### src/tmt_cmpsub.sv
`default_nettype none
// -----------------------------------------------------------------------------
// Turmite compare-subtract unit
// Compares opa against opb and gives opa - opb; shared by the modulo steps
// and the next-state wrap.
// -----------------------------------------------------------------------------
module tmt_cmpsub #(
   parameter int WIDTH = 5
) (
   input  wire logic [WIDTH-1:0] opa,
   input  wire logic [WIDTH-1:0] opb,
   output logic                  ge,
   output logic      [WIDTH-1:0] diff
);

   logic [WIDTH:0] wide_diff;

   assign wide_diff = {1'b0, opa} - {1'b0, opb};
   assign ge        = ~wide_diff[WIDTH];
   assign diff      = wide_diff[WIDTH-1:0];

endmodule
`default_nettype wire

### config.mk
export PLATFORM = sky130hd
export DESIGN_NAME = tmt_cmpsub
export DESIGN_NICKNAME = d
export VERILOG_FILES = /design/src/tmt_cmpsub.sv
export SDC_FILE = /design/constraint.sdc
export NUM_CORES = 1
export LEC_CHECK = 0
export ABC_AREA = 1
export BUFFER_PORTS_ARGS = -buffer_cell sky130_fd_sc_hd__buf_4
export CAP_MARGIN = 10
export CORE_AREA = 10 10 47 49
export DETAILED_ROUTE_END_ITERATION = 8
export DIE_AREA = 0 0 57 59
export SYNTH_ARGS = -nofsm -noshare
export SYNTH_HDL_FRONTEND = slang
export SYNTH_SLANG_ARGS = --single-unit
### constraint.sdc
create_clock -name vclk -period 1.5
set_input_delay 0.225 -clock vclk [all_inputs]
set_output_delay 0.225 -clock vclk [all_outputs]
set_load 0.03 [all_outputs]
==> impl_metrics.py, run 1 <==
metrics = {
    "run_status": {
        "status": "completed",
    },
    "sta": {
        "finalHoldViolCount": 0,
        "fin_crit_ns": 1.49,
        "slew_viol_final": 0,
        "slew-limit-headroom_pct": 89.4,
        "rsz0062_at_grt": "yes",
        "fin_crit_sh_pct": 99.6,
        "setup_viol": 0,
        "tightest_slew_ns": 0.160,
        "final.setup.tns_ns": 0,
        "max_freq_mhz": 669,
        "holdWs_ns": 0.818,
    },
    "placement": {
        "gp_congestion": 0.681,
        "dp_hpwl_microns": 617,
        "dpl_cell_area_sq_um": 395,
        "io_buffers": 16,
    },
    "final_layout": {
        "area_delta_synth_final_pct": 102,
        "seqCellArea_sq_um": 0,
        "final_area_sq_um": 435,
        "drive_gt1_share_pct": 46.6,
        "nNetsFinal": 76,
        "final_util_pct": 31.1,
        "clkbuf_count": 0,
        "design.seq.count": 0,
        "antenna_cells": 0,
    },
    "routing": {
        "routed.top_layer": "met3",
        "wl_met2_microns": 375,
        "num_vias": 280,
        "wl_per_cell_microns": 8.84,
        "wl_microns": 654,
        "drt-initial-drc-count": 1,
        "ant_nets": 0,
        "wl_met1_microns": 191,
        "met3_length_microns": 86,
        "route.detailed.drc": 0,
        "firstDrtPassIters": 3,
        "vias_per_cell": 3.78,
    },
    "power": {
        "share_comb_of_total_power_pct": 100.0,
        "intPower_mw": 0.104,
        "peakVddDrop_uv": 173,
        "power_density_nw_per_um2": 503,
        "p_total_mw": 0.219,
        "netSwitchingPower_mw": 0.115,
        "power_leakage_nw": 0.267,
        "seqPwrFrac_pct": 0,
        "swShare_pct": 52.4,
        "p_clk_share_pct": 0,
    },
    "worst_setup_path": {
        "crit_path_top_delay_cell": "fa_2",
        "critPathArrivalTime_ns": 1.27,
        "slowest_delay_ns": 0.34,
        "crit_type": "in -> out",
        "crit_fanout": 2,
        "critical_path.top_delay_family": "adder cells",
        "path_cells": "buf_6, inv_4, ha_4, fa_2, inv_2, nand2_1, nand2_1, nand2_1, nand2_1, nand2_2, buf_6",
        "path_buf_inv": 4,
        "crit_top_cell": "nand2_1",
        "required_ns": 1.27,
        "cp-start-kind": "input port",
        "worst_setup_path_end_kind": "output port",
    },
    "synth": {
        "synth.distinct_cells": 10,
        "synthesis.nets": 53,
        "ys_seq_area_share_pct": 0,
        "netlist_area_sq_um": 215,
        "postSynthCellCount": 37,
        "avgSynthCellArea_sq_um": 5.82,
        "yosysWarnings": 0,
    },
    "run": {
        "cap_violations": 0,
    },
    "global_route": {
        "grt_usage_pct": 3.76,
        "grt.overflow.total": 0,
        "antenna_found_initial": 0,
        "grt_max_degree": 5,
        "first_global_vias": 292,
        "grt_pass1_wl_microns": 1100,
    },
    "die": {
        "fp.dieW_microns": 57,
        "initial_core_util_pct": 15.4,
        "num_io_pins": 16,
        "design.core.area_sq_um": 1400,
        "num_rows": 14,
        "die_h_microns": 59,
        "fp.dieArea_sq_um": 3360,
    },
    "clocking": {
        "cts-hold-fix-buffers": 0,
    },
    "worst_hold_path": {
        "hp-class": "in -> out",
    },
}
-- power by group through the flow --
stage / registers, mW / logic (mW) / clock network [mW]
floorplan: 0 / 0.121 / 0
global placement: 0 / 0.202 / 0
detailed placement: 0 / 0.206 / 0
CTS: 0 / 0.223 / 0
global route: 0 / 0.243 / 0
finish: 0 / 0.219 / 0
-- kinds of logic (layout without fill, tap and decap cells) --
family / Yosys count / after routing / share of synthesized area (%)
adder cells (fa/ha/maj): 6 / 6 / 38.4
AO/OA/AOI/OAI: 2 / 2 / 4.65
XOR/XNOR: 1 / 1 / 4.07
AND/OR/NAND/NOR: 16 / 16 / 32.0
buffers and inverters: 12 / 33 / 20.9
-- cells in the final DEF (no fill, tap or decap) --
cell type	netlist	final
nand3b_1	1	1
buf_6	0	4
nand3_1	2	2
nor2_1	1	1
ha_1	5	4
a21oi_1	2	2
buf_4	0	17
inv_4	0	1
inv_1	12	10
or2_1	1	1
nand2_2	0	1
inv_2	0	1
nand2_1	11	10
ha_4	0	1
xnor2_2	0	1
fa_2	0	1
-- final cells by class --
class | count | area [sq um]
Fill cell | 163 | 966
Multi-Input combinational cell | 25 | 195
Timing Repair Buffer | 21 | 173
Inverter | 12 | 47.5
Tap cell | 16 | 20.0
-- path summary, 6_finish.rpt --
check                 startpoint  endpoint  slack (ns)  cells past startpoint
worst max-delay path      opa[0]   diff[4]       0.005                     11
worst min-delay path      opb[0]   diff[0]        0.82                      4
-- per-layer routing --
layer / vias to the layer above / GRT usage, %
met5: - / 0
met4: 0 / 0
met3: 0 / 1.93
met2: 7 / 7.91
met1: 121 / 3.20
li1: 152 / -
-- stage by stage --
stage | std cells | worst slack [ns]
after floorplan | 37 | 0.00170
after global routing | 74 | -0.0751
after detailed placement | 73 | -0.180
after global placement | 73 | -0.141
final | 74 | 0.00548
after CTS | 74 | -0.0383
-- timing repair --
| action | in CTS | in global routing |
|---|---|---|
| pin swaps | 4 | 2 |
| setup endpoints to repair | 2 | 4 |
| buffers inserted | 1 | 0 |
| resized for setup | 9 | 1 |
| cloned | 0 | 0 |
-- cells in the mapped netlist --
master	count	area, sq um
a21oi_1	2	10.0
fa_1	1	20.0
ha_1	5	62.6
inv_1	12	45.0
nand2_1	11	41.3
nand3_1	2	10.0
nand3b_1	1	7.51
nor2_1	1	3.75
or2_1	1	6.26
xnor2_1	1	8.76
Note: power is estimated with default switching activity, not from simulation.
==> inputs of run 2 (changes only) <==
--- a/config.mk
+++ b/config.mk
@@ -5,7 +5,7 @@
 export SDC_FILE = /design/constraint.sdc
 export NUM_CORES = 1
 export LEC_CHECK = 0
-export ABC_AREA = 1
+export ABC_AREA = 0
 export BUFFER_PORTS_ARGS = -buffer_cell sky130_fd_sc_hd__buf_4
 export CAP_MARGIN = 10
 export CORE_AREA = 10 10 47 49
==> impl_metrics.py, run 2 <==
metrics = {
    "sta": {
        "fin_ws_ns": -0.158,
        "holdWs_ns": 0.812,
        "setup_viol": 4,
        "slew-limit-headroom_pct": 86.4,
        "tightest_slew_ns": 0.203,
        "fin_crit_sh_pct": 111,
        "finalHoldViolCount": 0,
        "rsz0062_at_grt": "yes",
        "max_freq_mhz": 603,
        "fin_crit_ns": 1.66,
        "slew_viol_final": 0,
    },
    "run": {
        "cap_violations": 0,
    },
    "worst_setup_path": {
        "worst_setup_path_end_kind": "output port",
        "required_ns": 1.27,
        "slowest_delay_ns": 0.33,
        "path_buf_inv": 3,
        "critical_path.top_delay_family": "adder cells",
        "critPathArrivalTime_ns": 1.43,
        "cp-start-kind": "input port",
        "crit_path_top_delay_cell": "fa_2",
        "path_cells": "buf_8, inv_8, ha_4, fa_2, nand2b_4, a21oi_4, xor2_4, buf_6",
        "crit_fanout": 2,
        "crit_type": "in -> out",
    },
    "final_layout": {
        "clkbuf_count": 0,
        "design.seq.count": 0,
        "seqCellArea_sq_um": 0,
        "antenna_cells": 0,
        "layout_commonest_cell": "buf_4",
        "drive_gt1_share_pct": 66.0,
        "area_delta_synth_final_pct": 149,
        "nNetsFinal": 68,
        "layout_common_cells": "15 x buf_4, 7 x inv_1, 5 x buf_6, 4 x nor2_1, 3 x ha_1",
        "final_util_pct": 36.5,
        "final_area_sq_um": 512,
    },
    "global_route": {
        "grt_usage_pct": 3.94,
        "grt_pass1_wl_microns": 1190,
        "grt_max_degree": 4,
        "first_global_vias": 283,
        "antenna_found_initial": 0,
        "grt.overflow.total": 0,
    },
    "power": {
        "swShare_pct": 49.2,
        "p_clk_share_pct": 0,
        "netSwitchingPower_mw": 0.141,
        "share_comb_of_total_power_pct": 100.0,
        "seqPwrFrac_pct": 0,
        "power_leakage_nw": 0.255,
        "peakVddDrop_uv": 257,
        "p_total_mw": 0.286,
        "power_density_nw_per_um2": 559,
        "intPower_mw": 0.145,
    },
    "placement": {
        "gp_congestion": 0.609,
        "dpl_cell_area_sq_um": 447,
        "io_buffers": 16,
        "place_ws_ns": -0.265,
        "dp_hpwl_microns": 589,
    },
    "synth": {
        "synth_common_cells": "8 x inv_1, 5 x ha_1, 4 x nor2_1",
        "postSynthCellCount": 29,
        "synth_most_common_cell": "inv_1",
        "synthesis.nets": 45,
        "yosysWarnings": 0,
        "ys_seq_area_share_pct": 0,
        "avgSynthCellArea_sq_um": 7.08,
        "synth_area_leaders": "ha_1 30%, inv_1 15%, fa_1 9.8%",
        "synth.distinct_cells": 13,
        "netlist_area_sq_um": 205,
        "synth_top_area_share_pct": 30.5,
        "synth_top_cell_by_area": "ha_1",
    },
    "die": {
        "fp.dieW_microns": 57,
        "fp.dieArea_sq_um": 3360,
        "num_rows": 14,
        "num_io_pins": 16,
        "die_h_microns": 59,
        "design.core.area_sq_um": 1400,
        "initial_core_util_pct": 14.6,
    },
    "worst_hold_path": {
        "hp-class": "in -> out",
    },
    "routing": {
        "wl_per_cell_microns": 9.67,
        "wl_microns": 638,
        "drt-initial-drc-count": 0,
        "firstDrtPassIters": 1,
        "num_vias": 261,
        "route.detailed.drc": 0,
        "vias_per_cell": 3.95,
        "ant_nets": 0,
    },
    "clocking": {
        "cts-hold-fix-buffers": 0,
    },
    "run_status": {
        "status": "finished with violations",
        "violations": "setup timing",
    },
}
run 2: kinds of logic (layout without fill, tap and decap cells):
| family | count (synthesis) | in the layout | synth area share [%] |
|---|---|---|---|
| compound gates | 4 | 4 | 12.8 |
| fa+ha+maj | 6 | 6 | 40.2 |
| buf+inv | 8 | 29 | 14.6 |
| xor+xnor | 3 | 3 | 12.8 |
| simple gates | 8 | 8 | 19.5 |
run 2: layer usage:
| layer | wire, microns | global-route usage [%] |
|---|---|---|
| met1 | 279 | 4.89 |
| met2 | 286 | 6.67 |
| met3 | 71 | 1.50 |
| met4 | 0 | 0 |
| met5 | 0 | 0 |
run 2: worst paths after layout:
| path | to | startpoint | slack, ns | depth (start not counted) |
|---|---|---|---|---|
| max | diff[4] | opa[0] | -0.16 | 8 |
| min | diff[0] | opb[0] | 0.81 | 4 |
run 2: area by class of cell:
type                            instances  area (sq um)
Inverter                                8          37.5
Timing Repair Buffer                   21           184
Fill cell                             154           890
Multi-Input combinational cell         21           270
Tap cell                               16          20.0
run 2: metrics by stage:
stage | cells | setup TNS [ns]
6_report | 66 | -0.365
3_3_place_gp | 65 | -0.486
5_1_grt | 66 | -0.648
4_1_cts | 65 | -0.308
3_5_place_dp | 65 | -0.500
2_1_floorplan | 29 | -0.0882
run 2: worst min-delay path, cell delays in order:
cell,delay [ns]
buf_6,0.07
ha_4,0.11
inv_1,0.03
buf_4,0.15
run 2: timing repair:
action / in CTS / in global routing
setup endpoints to repair: 4 / 4
buffers inserted: 0 / 1
endpoints found under the hold margin: 0 / 0
gates resized for setup: 7 / 3
pin swaps: 5 / 1
run 2: power by group through the flow:
| stage | registers (mW) | logic, mW | clock network, mW |
|---|---|---|---|
| 6_report | 0 | 0.286 | 0 |
| 5_1_grt | 0 | 0.309 | 0 |
| 4_1_cts | 0 | 0.274 | 0 |
| 3_5_place_dp | 0 | 0.252 | 0 |
| 3_3_place_gp | 0 | 0.249 | 0 |
| 2_1_floorplan | 0 | 0.159 | 0 |
==> inputs of run 3 (changes only) <==
--- a/config.mk
+++ b/config.mk
@@ -11,6 +11,7 @@
 export CORE_AREA = 10 10 47 49
 export DETAILED_ROUTE_END_ITERATION = 8
 export DIE_AREA = 0 0 57 59
+export GPL_TIMING_DRIVEN = 0
 export SYNTH_ARGS = -nofsm -noshare
 export SYNTH_HDL_FRONTEND = slang
 export SYNTH_SLANG_ARGS = --single-unit
==> impl_metrics.py, run 3 (synthesis gave the netlist of run 2 again) <==
metrics = {
    "die": {
        "die_h_microns": 59,
        "fp.dieArea_sq_um": 3360,
        "num_io_pins": 16,
        "initial_core_util_pct": 14.6,
        "fp.dieW_microns": 57,
        "design.core.area_sq_um": 1400,
        "num_rows": 14,
    },
    "routing": {
        "drt-initial-drc-count": 0,
        "ant_nets": 0,
        "wl_microns": 629,
        "num_vias": 243,
        "wl_per_cell_microns": 9.98,
        "vias_per_cell": 3.86,
        "route.detailed.drc": 0,
        "firstDrtPassIters": 1,
    },
    "sta": {
        "rsz0062_at_grt": "yes",
        "slew_viol_final": 0,
        "fin_crit_ns": 1.66,
        "fin_crit_sh_pct": 111,
        "tightest_slew_ns": 0.203,
        "finalHoldViolCount": 0,
        "setup_viol": 2,
        "fin_ws_ns": -0.160,
        "holdWs_ns": 0.811,
        "slew-limit-headroom_pct": 86.4,
        "max_freq_mhz": 602,
    },
    "power": {
        "seqPwrFrac_pct": 0,
        "intPower_mw": 0.131,
        "share_comb_of_total_power_pct": 100.0,
        "swShare_pct": 50.8,
        "p_clk_share_pct": 0,
        "peakVddDrop_uv": 256,
        "power_density_nw_per_um2": 563,
        "p_total_mw": 0.267,
        "netSwitchingPower_mw": 0.136,
        "power_leakage_nw": 0.237,
    },
    "final_layout": {
        "drive_gt1_share_pct": 66.0,
        "design.seq.count": 0,
        "layout_commonest_cell": "buf_4",
        "layout_common_cells": "13 x buf_4, 6 x inv_1, 4 x nor2_1, 4 x buf_6, 3 x ha_1",
        "nNetsFinal": 65,
        "antenna_cells": 0,
        "area_delta_synth_final_pct": 131,
        "seqCellArea_sq_um": 0,
        "final_util_pct": 33.8,
        "clkbuf_count": 0,
    },
    "run": {
        "cap_violations": 0,
    },
    "worst_setup_path": {
        "required_ns": 1.27,
        "critical_path.top_delay_family": "adder cells",
        "crit_path_top_delay_cell": "fa_2",
        "slowest_delay_ns": 0.33,
        "crit_type": "in -> out",
        "path_buf_inv": 3,
        "cp-start-kind": "input port",
        "worst_setup_path_end_kind": "output port",
        "crit_fanout": 2,
        "critPathArrivalTime_ns": 1.44,
        "path_cells": "buf_8, inv_8, ha_4, fa_2, nand2b_4, a21oi_4, xor2_4, buf_6",
    },
    "global_route": {
        "grt_max_degree": 4,
        "grt_usage_pct": 3.68,
        "first_global_vias": 293,
        "grt.overflow.total": 0,
        "antenna_found_initial": 0,
        "grt_pass1_wl_microns": 1100,
    },
    "run_status": {
        "violations": "setup timing",
        "status": "finished with violations",
    },
    "placement": {
        "place_ws_ns": -0.278,
        "gp_congestion": 0.603,
        "io_buffers": 16,
    },
    "clocking": {
        "cts-hold-fix-buffers": 0,
    },
    "worst_hold_path": {
        "hp-class": "in -> out",
    },
}
## run 3: cell count changes in the layout (fill, tap and decap cells not counted), sizes merged
cell	change
buf	-3
## run 3: per-layer routing
metal  up-vias  GRT usage [%]  part of all wire [%]
met5         -              0                     0
met4         0              0                     0
met3         0           1.93                    15
met2        13           6.51                    41
met1       106           4.06                    43
li1        124              -                     -
## run 3: layout make-up
class                           instances  area, sq um
Timing Repair Buffer                   18          158
Tap cell                               16         20.0
Inverter                                8         37.5
Multi-Input combinational cell         21          259
Fill cell                             160          927
## run 3: metrics by stage
step	instances	TNS, ns	cell area (sq um)
finish	63	-0.275	474
global route	63	-0.488	474
CTS	62	-0.166	463
detailed placement	61	-0.467	417
global placement	61	-0.466	417
floorplan	29	-0.0882	277
## run 3: timing repair
| item | CTS | global route |
|---|---|---|
| gates resized for setup | 8 | 1 |
| hold endpoints to repair | 0 | 0 |
| buffers inserted | 1 | 1 |
| pin swaps | 5 | 1 |
| setup endpoints to repair | 3 | 4 |
## run 3: power groups by stage
stage | Sequential, mW | Clock (mW) | Combinational, mW
after global placement | 0 | 0 | 0.237
after detailed placement | 0 | 0 | 0.239
after CTS | 0 | 0 | 0.265
after global routing | 0 | 0 | 0.290
after floorplan | 0 | 0 | 0.159
final | 0 | 0 | 0.267
## run 3: final timing paths
| check | startpoint | to | slack (ns) | cells after the start |
|---|---|---|---|---|
| worst max-delay path | opa[0] | diff[4] | -0.16 | 8 |
| worst min-delay path | opb[0] | diff[0] | 0.81 | 4 |
